--- config.mk ---
export PLATFORM = sky130hd
export DESIGN_NAME = lpic_acc
export DESIGN_NICKNAME = d
export VERILOG_FILES = /design/src/design/lpic_pkg.sv /design/src/design/lpic_acc.sv
export SDC_FILE = /design/constraint.sdc
export NUM_CORES = 1
export LEC_CHECK = 0
export BUFFER_PORTS_ARGS = -buffer_cell sky130_fd_sc_hd__buf_2
export CORE_ASPECT_RATIO = 2
export CORE_UTILIZATION = 35
export DETAILED_ROUTE_END_ITERATION = 10
export RECOVER_POWER = 100
export SYNTH_ARGS = -nofsm -noshare
export SYNTH_HDL_FRONTEND = slang
export SYNTH_SLANG_ARGS = --single-unit
--- constraint.sdc ---
create_clock -name clk -period 7.99 [get_ports clk]
set_input_delay 0.799 -clock clk [delete_from_list [all_inputs] [get_ports clk]]
set_output_delay 0.799 -clock clk [all_outputs]
set_load 0.01 [all_outputs]
--- src/design/lpic_pkg.sv ---
`default_nettype none

package lpic_pkg;

	localparam int unsigned VAL_W = 64;
	localparam int unsigned MAG_W = 63;
	localparam int unsigned CNT_W = 21;
	localparam int unsigned TOL_W = 33;
	localparam int unsigned IDX_W = 3;

	localparam logic [VAL_W-1:0] NEG_INF = {1'b1, {(VAL_W-1){1'b0}}};
	localparam logic [VAL_W-1:0] POS_INF = {1'b0, {(VAL_W-1){1'b1}}};
	localparam logic [MAG_W-1:0] SAT63   = {MAG_W{1'b1}};
	localparam logic [CNT_W-1:0] CNT_MAX = {CNT_W{1'b1}};
	localparam logic [TOL_W-1:0] TOL_RST = TOL_W'(429);

	// configuration register indexes
	localparam logic [IDX_W-1:0] REG_PRIMAL_TOL   = 3'd0;
	localparam logic [IDX_W-1:0] REG_DUAL_TOL     = 3'd1;
	localparam logic [IDX_W-1:0] REG_MAXIMIZE     = 3'd2;
	localparam logic [IDX_W-1:0] REG_PRIMAL_VALID = 3'd3;
	localparam logic [IDX_W-1:0] REG_DUAL_VALID   = 3'd4;

	typedef enum logic [1:0] {
		ST_NONE       = 2'd0,
		ST_INFEASIBLE = 2'd1,
		ST_FEASIBLE   = 2'd2
	} lpic_status_t;

	// differences of one variable, after the first compute stage
	typedef struct packed {
		logic signed [VAL_W:0] dl;      // lower - value
		logic signed [VAL_W:0] dv;      // value - upper
		logic [VAL_W-1:0]      dl_mag;  // |lower - value|
		logic [VAL_W-1:0]      dv_mag;  // |value - upper|
		logic                  lo_fin;
		logic                  up_fin;
		logic                  lo_lt_up;
		logic                  dneg;    // effective dual sign
		logic [VAL_W-1:0]      dmag;    // |dual|
		logic                  last;
	} lpic_diff_t;

	// per-variable infeasibilities
	typedef struct packed {
		logic [MAG_W-1:0] pinf;
		logic             p_over;
		logic [MAG_W-1:0] dinf;
		logic             d_over;
		logic             last;
	} lpic_item_t;

	typedef struct packed {
		logic [CNT_W-1:0] pcnt;
		logic [MAG_W-1:0] pmax;
		logic [MAG_W-1:0] psum;
		logic [CNT_W-1:0] dcnt;
		logic [MAG_W-1:0] dmax;
		logic [MAG_W-1:0] dsum;
		lpic_status_t     pst;
		lpic_status_t     dst;
	} lpic_result_t;

endpackage

`default_nettype wire

--- src/design/lpic_acc.sv ---
`default_nettype none

// Counts, maxima and saturating sums; cleared after the last variable.
module lpic_acc
	import lpic_pkg::*;
(
	input  wire logic       clk,
	input  wire logic       arst_n,
	input  wire logic       upd,
	input  wire lpic_item_t item,
	input  wire logic       primal_on,
	input  wire logic       dual_on,
	output lpic_result_t    res
);

	logic [CNT_W-1:0] pcnt_q, dcnt_q, pcnt_n, dcnt_n;
	logic [MAG_W-1:0] pmax_q, psum_q, dmax_q, dsum_q;
	logic [MAG_W-1:0] pmax_n, psum_n, dmax_n, dsum_n;
	logic [MAG_W:0]   psum_w, dsum_w;
	logic             p_take, d_take;

	always_comb begin
		p_take = primal_on;
		d_take = primal_on && dual_on;

		pcnt_n = pcnt_q;
		pmax_n = pmax_q;
		psum_n = psum_q;
		psum_w = {1'b0, psum_q} + {1'b0, item.pinf};
		if (p_take && item.p_over) begin
			if (pcnt_q != CNT_MAX) begin
				pcnt_n = pcnt_q + CNT_W'(1);
			end
			if (item.pinf > pmax_q) begin
				pmax_n = item.pinf;
			end
			psum_n = psum_w[MAG_W] ? SAT63 : psum_w[MAG_W-1:0];
		end

		dcnt_n = dcnt_q;
		dmax_n = dmax_q;
		dsum_n = dsum_q;
		dsum_w = {1'b0, dsum_q} + {1'b0, item.dinf};
		if (d_take) begin
			if (item.d_over && (dcnt_q != CNT_MAX)) begin
				dcnt_n = dcnt_q + CNT_W'(1);
			end
			if (item.dinf > dmax_q) begin
				dmax_n = item.dinf;
			end
			dsum_n = dsum_w[MAG_W] ? SAT63 : dsum_w[MAG_W-1:0];
		end

		res = '0;
		res.pst = ST_NONE;
		res.dst = ST_NONE;
		if (primal_on) begin
			res.pcnt = pcnt_n;
			res.pmax = pmax_n;
			res.psum = psum_n;
			res.pst  = (pcnt_n == '0) ? ST_FEASIBLE : ST_INFEASIBLE;
			if (dual_on) begin
				res.dcnt = dcnt_n;
				res.dmax = dmax_n;
				res.dsum = dsum_n;
				res.dst  = (dcnt_n == '0) ? ST_FEASIBLE : ST_INFEASIBLE;
			end
		end
	end

	always_ff @(posedge clk or negedge arst_n) begin
		if (!arst_n) begin
			pcnt_q <= '0;
			pmax_q <= '0;
			psum_q <= '0;
			dcnt_q <= '0;
			dmax_q <= '0;
			dsum_q <= '0;
		end else if (upd) begin
			if (item.last) begin
				pcnt_q <= '0;
				pmax_q <= '0;
				psum_q <= '0;
				dcnt_q <= '0;
				dmax_q <= '0;
				dsum_q <= '0;
			end else begin
				pcnt_q <= pcnt_n;
				pmax_q <= pmax_n;
				psum_q <= psum_n;
				dcnt_q <= dcnt_n;
				dmax_q <= dmax_n;
				dsum_q <= dsum_n;
			end
		end
	end

endmodule

`default_nettype wire

==> flow_summary.json, run 1 <==
{
  "outcome": "complete, but fails checks",
  "violations": "max-capacitance violations, max-slew violations",
  "crit_chain": "inv_1, ha_1, a21o_1, a21o_1, a21oi_1, o21ai_0, a21oi_1, o21ai_0, o21ai_4, clkbuf_1, a21o_1, clkbuf_1, a22o_1",
  "min_from": "dsum_q[3]",
  "end_kind": "flip-flop",
  "ys_types": 87,
  "wl_um": 106000,
  "r2r_end": "pmax_q[5]",
  "grt_pass1_wl_um": 158000,
  "portBuffers": 431,
  "relSlewSlack": -1.55,
  "met3_usage": 0.0564,
  "synth_top_family_by_area": "compound AO/OA/AOI/OAI gates",
  "start_util": 0.353,
  "power.switching_mw": 2.18,
  "hold_path.class": "flip-flop to flip-flop",
  "die_y_um": 393,
  "met2_usage": 0.493,
  "p_per_area_mw_per_mm2": 186,
  "syn_nets": 3662,
  "regToRegStartpoint": "pmax_q[60]",
  "fin_crit_sh": 0.857,
  "worstMarginPinSlew_ps": 3830,
  "rsz0062_at_grt": "no",
  "drv_slew": 458,
  "final_common_cell": "clkbuf_1",
  "synthMuxAreaShare": 0.0495,
  "syn-instance-count": 3272,
  "root_buffer": "clkbuf_16",
  "overflow": 0,
  "holdPathEnd": "dsum_q[3]",
  "drt_iter0_drc": 1411,
  "pwr-share-clk": 0.329,
  "finalSetupTns_ps": 0,
  "finalNonFillerCells": 4594,
  "yosysWarnings": 0,
  "dp_hpwl_um": 79400,
  "hold_buffers": 0,
  "synth_compound_area_frac": 0.268,
  "die_w_um": 197,
  "grt_busiest_layer": "met2",
  "fp.coreArea_mm2": 0.0757,
  "rows": 143,
  "synth.avg_cell_area_um2": 8.17,
  "pwr-share-seq": 0.301,
  "clk_pin_slew_worst_paths_ps": 70,
  "most-common-layout-cells": "clkbuf_1, nand2_1, dfrtp_1, nor2_1, ha_1",
  "combPwrFrac": 0.369,
  "cts_resized": 0,
  "ys.flop_type": "dfrtp_1",
  "hold_viol": 0,
  "synthSimpleGateAreaFrac": 0.168,
  "ys_seq_area_frac": 0.275,
  "crit_fanout": 31,
  "setup_viol": 0,
  "post-cts-setup-buffer-count": 0,
  "synth_fa_ha_area_frac": 0.120,
  "grtUsageTotal": 0.267,
  "startpoint_type": "flip-flop",
  "p_int_mw": 3.46,
  "dp.cells": 4532,
  "grt_max_degree": 134,
  "rrSetupSlack_ps": 1150,
  "globalplace.congestion": 1.04,
  "fin_skew_ps": 34.1,
  "grt_pass1_vias": 26700,
  "clock_latency_ps": 590,
  "min_path_cells": 2,
  "vias_per_cell": 5.73,
  "clk_path_buf_depth": 3,
  "cp.required_ps": 8480,
  "cts_tree": "yes",
  "cts_sinks": 294,
  "firstDrtPassIters": 5,
  "io_pins": 432,
  "grt.met1_usage": 0.267,
  "min_period_ps": 6840,
  "slowest_delay_ps": 1840,
  "path_class": "flip-flop to flip-flop",
  "fill_cells": 7971,
  "h-tree-depth": 2,
  "num_vias": 26300,
  "antenna_found_initial": 15,
  "syn_area_mm2": 0.0267,
  "synthArstFlopShare": 1.00,
  "remaining_drc_errors": 0,
  "crit_arrival_ps": 7340,
  "syn_to_final_growth_pct": 13.7,
  "achievable-frequency_ghz": 0.146,
  "postRouteAntennaNets": 0,
  "synth-seq-cells": 294,
  "drive_gt1_frac": 0.0998,
  "crit_top_cell": "a21o_1",
  "synth_xor_area_frac": 0.0514,
  "dpl_cell_area_mm2": 0.0296,
  "ir_drop_v": 0.000143,
  "cp_slowest_cell": "clkbuf_1",
  "die_area_mm2": 0.0775,
  "fin_nets": 3943,
  "fin_area_mm2": 0.0304,
  "synth_edf_count": 0,
  "switching_share": 0.387,
  "numCtsBuffers": 34,
  "r2r_cells": 13,
  "p_leak_nw": 14.1,
  "wire_per_inst_um": 23.0,
  "drv_cap": 9
}
==> cell type report <==
cell class,instances,area (µm²),share of cell area
Multi-Input combinational cell,2525,17600,0.579
Sequential cell,294,7360,0.242
Timing Repair Buffer,464,2020,0.0666
Tap cell,1015,1270,0.0418
Clock buffer,43,925,0.0304
Inverter,234,878,0.0289
Clock inverter,18,350,0.0115
Antenna cell,1,2.50,0.0000823
==> stage by stage <==
step | total power [mW] | utilization | worst slack, ps | hold WS, ps
2_1_floorplan | 3.10 | - | 3730 | 453
3_3_place_gp | 3.80 | 0.391 | 2140 | 466
3_5_place_dp | 3.81 | 0.391 | 2140 | 475
4_1_cts | 5.71 | 0.408 | 2020 | 115
5_1_grt | 5.93 | 0.402 | 990 | 486
6_report | 5.64 | 0.402 | 1150 | 486
==> Yosys cell counts (all sizes together), types with 5 or more instances <==
library cell    n  share of area
clkbuf        172          0.024
nand2         298          0.042
nor3           39         0.0077
and3           33         0.0077
nor2          286          0.040
o22ai          69          0.016
o31ai          22         0.0062
a21oi         236          0.045
inv           234          0.033
mux2i         131          0.049
or2             6         0.0014
nor2b          92          0.022
a211o           7         0.0023
o221a         108          0.045
or3             9         0.0023
o211ai         11         0.0031
a22o           78          0.026
o21a           18         0.0051
o2bb2ai         7         0.0023
xor2           55          0.018
buf            47         0.0099
ha            254           0.12
and2           27         0.0063
a221oi          8         0.0026
nor4           12         0.0033
and4            8         0.0026
dfrtp         294           0.28
xnor2         102          0.033
a21o          140          0.039
o21bai         20         0.0056
a221o           7         0.0026
nand4          72          0.017
a211oi         16         0.0049
nand3          51         0.0099
nand2b          9         0.0021
o21ai         212          0.040
a31oi          27         0.0063
a41oi           6         0.0027
o41ai           5         0.0019
==> cells by family (layout without fill, tap and decap cells) <==
family | after synthesis | count (layout)
AND/OR/NAND/NOR | 955 | 955
multiplexers | 132 | 132
buffers and inverters | 453 | 759
adder cells (fa/ha/maj) | 256 | 256
other | 0 | 1
flip-flops | 294 | 294
AO/OA/AOI/OAI | 1025 | 1025
XOR/XNOR | 157 | 157
==> sequential cells by signal, indices dropped and copies added (netlist names) <==
name / cells
pmax_q: 63
pcnt_q: 21
dsum_q: 63
dcnt_q: 21
dmax_q: 63
psum_q: 63
==> worst max-delay path, delay by kind of cell (launching register included) <==
family          cells  cell delay [ps]
fa+ha+maj           1              290
compound gates      9             3450
buf+inv             3             2570
flops               1              370
==> layer usage <==
metal / share of wire / vias up
met3: 0.062 / 298
met2: 0.51 / 935
li1: - / 12400
met1: 0.35 / 12700
met4: 0.073 / 16
met5: 0.00098 / -
==> worst max path at each step <==
| stage | slack [ps] | startpoint | to | cells after the start |
|---|---|---|---|---|
| finish | 1150 | pmax_q[60] | pmax_q[5] | 13 |
| global route | 990 | dsum_q[1] | res[54] | 12 |
| CTS | 2020 | psum_q[2] | res[160] | 13 |
| detailed placement | 2140 | item[69] | res[160] | 14 |
| global placement | 2140 | item[69] | res[162] | 14 |
| floorplan | 3730 | item[2] | res[60] | 12 |
==> power groups by stage <==
stage | combinational [mW] | sequential (mW) | clock (mW)
after global placement | 2.08 | 1.72 | 0
after global routing | 2.27 | 1.71 | 1.95
after floorplan | 1.41 | 1.69 | 0
after CTS | 2.10 | 1.70 | 1.91
final | 2.08 | 1.70 | 1.86
after detailed placement | 2.09 | 1.72 | 0
No activity file was read; power rests on OpenSTA's default activity.
==> run 2: changes to the inputs <==
- CORE_UTILIZATION: 35 -> 40
==> flow_summary.json, run 2 (synthesized netlist as in run 1, its figures left out) <==
{
  "dp.cells": 4391,
  "h-tree-depth": 2,
  "postRouteAntennaNets": 0,
  "remaining_drc_errors": 0,
  "overflow": 0,
  "drt_iter0_drc": 1473,
  "total_power_mw": 5.48,
  "startpoint_type": "flip-flop",
  "antenna_found_initial": 4,
  "numCtsBuffers": 34,
  "hold_viol": 0,
  "die_area_mm2": 0.0679,
  "path_buf_inv": 2,
  "met3_usage": 0.0488,
  "fin_crit_sh": 0.835,
  "grt_max_degree": 94,
  "die_y_um": 368,
  "violations": "max-capacitance violations, max-slew violations",
  "vias_per_cell": 5.92,
  "post-cts-setup-buffer-count": 0,
  "start_util": 0.406,
  "drv_cap": 9,
  "grt.met1_usage": 0.324,
  "achievable-frequency_ghz": 0.150,
  "timing.hold.ws_ps": 482,
  "outcome": "complete, but fails checks",
  "finalSetupTns_ps": 0,
  "portBuffers": 431,
  "clk_path_buf_depth": 3,
  "cts_tree": "yes",
  "num_vias": 26300,
  "cts_resized": 0,
  "rows": 133,
  "syn_to_final_growth_pct": 12.6,
  "hold_path.class": "flip-flop to flip-flop",
  "finalNonFillerCells": 4449,
  "ir_drop_v": 0.000153,
  "crit_arrival_ps": 5870,
  "grt_pass1_wl_um": 157000,
  "fill_cells": 6885,
  "fp.coreArea_mm2": 0.0659,
  "clk_pin_slew_worst_paths_ps": 60,
  "die_w_um": 185,
  "crit_fanout": 18,
  "relSlewSlack": -2.88,
  "p_per_area_mw_per_mm2": 182,
  "dp_hpwl_um": 78100,
  "worstMarginPinSlew_ps": 5820,
  "grtUsageTotal": 0.303,
  "cts_sinks": 294,
  "cp_slowest_cell": "clkbuf_1",
  "wl_um": 104000,
  "cp.required_ps": 7190,
  "grt_pass1_vias": 26500,
  "firstDrtPassIters": 5,
  "clock_latency_ps": 570,
  "hold_buffers": 0,
  "fin_skew_ps": 45.4,
  "critPathTopFamily": "compound AO/OA/AOI/OAI gates",
  "end_kind": "primary output",
  "p_leak_nw": 14.1,
  "slowest_delay_ps": 1060,
  "path_class": "flip-flop to primary output",
  "wire_per_inst_um": 23.4,
  "globalplace.congestion": 0.993,
  "min_period_ps": 6670,
  "drv_slew": 319,
  "setup_viol": 0,
  "drive_gt1_frac": 0.103,
  "grt_busiest_layer": "met2",
  "fin_nets": 3940,
  "crit_chain": "ha_1, a211oi_1, o21ai_0, o31ai_1, o221ai_1, a21oi_1, o21a_1, o21a_1, clkbuf_1, o21ai_0, and2_0, buf_2",
  "root_buffer": "clkbuf_16",
  "io_pins": 432,
  "most-common-layout-cells": "nand2_1, dfrtp_1, clkbuf_1, nor2_1, ha_1",
  "rsz0062_at_grt": "no",
  "met2_usage": 0.535
}
==> run 2: path summary, 6_finish.rpt <==
kind | cells after the start | slack [ps] | from | end
min | 2 | 480 | dsum_q[42] | dsum_q[42]
min in group asynchronous | 1 | 2330 | arst_n | pmax_q[27]
max in group asynchronous | 1 | 2320 | arst_n | dmax_q[34]
max | 12 | 1320 | dsum_q[1] | res[54]
max reg2reg | 14 | 1370 | dmax_q[4] | dmax_q[41]
min reg2reg | 2 | 480 | dsum_q[42] | dsum_q[42]
==> run 2: per-layer routing <==
| metal | vias up | wire, µm |
|---|---|---|
| met2 | 1030 | 52100 |
| met1 | 12600 | 37600 |
| li1 | 12400 | - |
| met3 | 302 | 6290 |
| met4 | 4 | 8260 |
| met5 | - | 31 |
==> run 2: cell type report <==
class                   instances  area (µm²)  area share
inverters                     234         878      0.0292
flip-flops and latches        294        7360       0.245
diodes                          3        7.51    0.000250
repair buffers                461        2030      0.0676
well taps                     877        1100      0.0365
clock inverters                 6         103     0.00341
multi-input cells            2525       17600       0.585
clock buffers                  49        1020      0.0339
==> run 2: power by group <==
part           leakage, nW  total (mW)  internal (mW)  switching, mW
combinational         9.51        2.11          0.761           1.35
clock                0.552        1.66          0.949          0.713
sequential            3.99        1.71           1.60          0.109
total                 14.1        5.48           3.31           2.17
==> run 2: worst register-to-register path: cells and delay by family (launching register included) <==
kind,cells,cell delay [ps]
AOI/OAI and AO/OA,8,2450
DFF,1,370
buffers and inverters,3,1960
and+or+nand+nor,2,1330
adders and majority gates,1,280
==> run 2: metrics by stage <==
| step | util | setup slack [ps] | instance area (µm²) |
|---|---|---|---|
| after global routing | 0.456 | 1090 | 30100 |
| final | 0.457 | 1320 | 30100 |
| after CTS | 0.463 | 2290 | 30500 |
| after global placement | 0.446 | 2460 | 29400 |
| after detailed placement | 0.446 | 2390 | 29400 |
| after floorplan | - | 3730 | 26700 |
==> run 3: changes to the inputs <==
- clock period: 7.99 -> 6.98 ns (I/O delays scaled with it)
==> flow_summary.json, run 3 (synthesized netlist as in run 1, its figures left out) <==
{
  "drt_iter0_drc": 1411,
  "dp_slack_ps": 1860,
  "wl_um": 103000,
  "min_period_ps": 6120,
  "crit_fanout": 52,
  "numCtsBuffers": 34,
  "most-common-layout-cells": "clkbuf_1, nand2_1, dfrtp_1, nor2_1, ha_1",
  "rows": 133,
  "die_w_um": 185,
  "end_kind": "primary output",
  "antenna_found_initial": 3,
  "p_leak_nw": 14.0,
  "grt_pass1_wl_um": 154000,
  "dpl_cell_area_mm2": 0.0295,
  "clk_pin_slew_worst_paths_ps": 70,
  "hold_path.class": "input port to flip-flop",
  "clock_latency_ps": 550,
  "fin_skew_ps": 23.2,
  "hold_buffers": 0,
  "path_class": "flip-flop to primary output",
  "grt_max_degree": 136,
  "cts_sinks": 294,
  "setup_viol": 0,
  "final_common_cell": "clkbuf_1",
  "clk_path_buf_depth": 3,
  "fp.coreArea_mm2": 0.0659,
  "globalplace.congestion": 0.997,
  "drive_gt1_frac": 0.0994,
  "grt_pass1_vias": 26300,
  "outcome": "complete, but fails checks",
  "grtUsageTotal": 0.298,
  "io_pins": 432,
  "h-tree-depth": 2,
  "start_util": 0.406,
  "startpoint_type": "flip-flop",
  "die_y_um": 368,
  "num_vias": 26300,
  "crit_arrival_ps": 5420,
  "fin_area_mm2": 0.0302,
  "portBuffers": 431,
  "postRouteAntennaNets": 0,
  "fin_nets": 3946,
  "finalSetupTns_ps": 0,
  "wire_per_inst_um": 23.1,
  "vias_per_cell": 5.89,
  "firstDrtPassIters": 6,
  "cts_resized": 0,
  "relSlewSlack": -2.64,
  "setup_ws_ps": 864,
  "timing.hold.ws_ps": 433,
  "overflow": 0,
  "achievable-frequency_ghz": 0.164,
  "drv_slew": 339,
  "syn_to_final_growth_pct": 13.0,
  "fin_util": 0.459,
  "die_area_mm2": 0.0679,
  "cts_tree": "yes",
  "violations": "max-capacitance violations, max-slew violations",
  "rsz0062_at_grt": "no",
  "p_per_area_mw_per_mm2": 211,
  "post-cts-setup-buffer-count": 0,
  "remaining_drc_errors": 0,
  "cp.required_ps": 6280,
  "drv_cap": 6,
  "hold_viol": 0,
  "root_buffer": "clkbuf_16",
  "dp_hpwl_um": 77600,
  "fill_cells": 6908,
  "worstMarginPinSlew_ps": 5450,
  "ir_drop_v": 0.000188,
  "fin_crit_sh": 0.876
}
==> run 3: cell count changes in the layout (fill, tap and decap cells not counted), sizes merged <==
cell      before  now
diode          3    2
clkinv         5    6
bufinv         2    6
clkinvlp       0    1
buf          179  166
clkbuf       331  349
==> run 3: power by group <==
part,leakage (nW),internal (mW),switching [mW]
Clock,0.592,1.22,0.824
Combinational,9.47,0.883,1.51
Sequential,3.99,1.83,0.114
Total,14.0,3.94,2.45
==> run 3: critical path, stage by stage, from the launching register on <==
cell and delay [ps]:
dfrtp_1 370, inv_1 50, ha_1 280, nand4_1 420, o21ai_0 260, a21oi_1 770
o221ai_1 290, a2111oi_0 550, nor3_2 110, clkbuf_2 950, mux2i_1 520, nor2_1 70
clkbuf_1 150
==> run 3: routing by layer <==
| layer | share of wire | global-route usage | up-vias |
|---|---|---|---|
| met5 | 0.00026 | 0 | - |
| met4 | 0.075 | 0.203 | 4 |
| met3 | 0.058 | 0.0468 | 300 |
| met2 | 0.51 | 0.541 | 931 |
| met1 | 0.36 | 0.308 | 12700 |
| li1 | - | - | 12400 |
==> run 3: cell type report <==
class | instances | area, µm² | share of cell area
clock inverter | 12 | 216 | 0.00716
multi-input combinational | 2525 | 17600 | 0.582
antenna | 2 | 5.00 | 0.000166
sequential | 294 | 7360 | 0.243
clock buffer | 48 | 997 | 0.0330
timing repair buffer | 467 | 2070 | 0.0687
tap | 877 | 1100 | 0.0363
inverter | 234 | 878 | 0.0291
==> run 3: path summary, 6_finish.rpt <==
check | startpoint | endpoint | slack [ps] | cells after the start
setup / recovery | dmax_q[4] | res[123] | 860 | 12
hold / removal | item[66] | pmax_q[0] | 430 | 2
setup reg to reg | pmax_q[48] | pmax_q[17] | 910 | 13
hold reg to reg | dsum_q[35] | dsum_q[35] | 490 | 2
max in group asynchronous | arst_n | dmax_q[34] | 1660 | 2
min in group asynchronous | arst_n | pmax_q[27] | 2120 | 1
==> run 3: metrics by stage <==
| stage | std cells | total power, mW |
|---|---|---|
| floorplan | 3272 | 3.55 |
| global placement | 4397 | 4.36 |
| detailed placement | 4397 | 4.36 |
| CTS | 4457 | 6.45 |
| global route | 4458 | 6.72 |
| finish | 4459 | 6.38 |
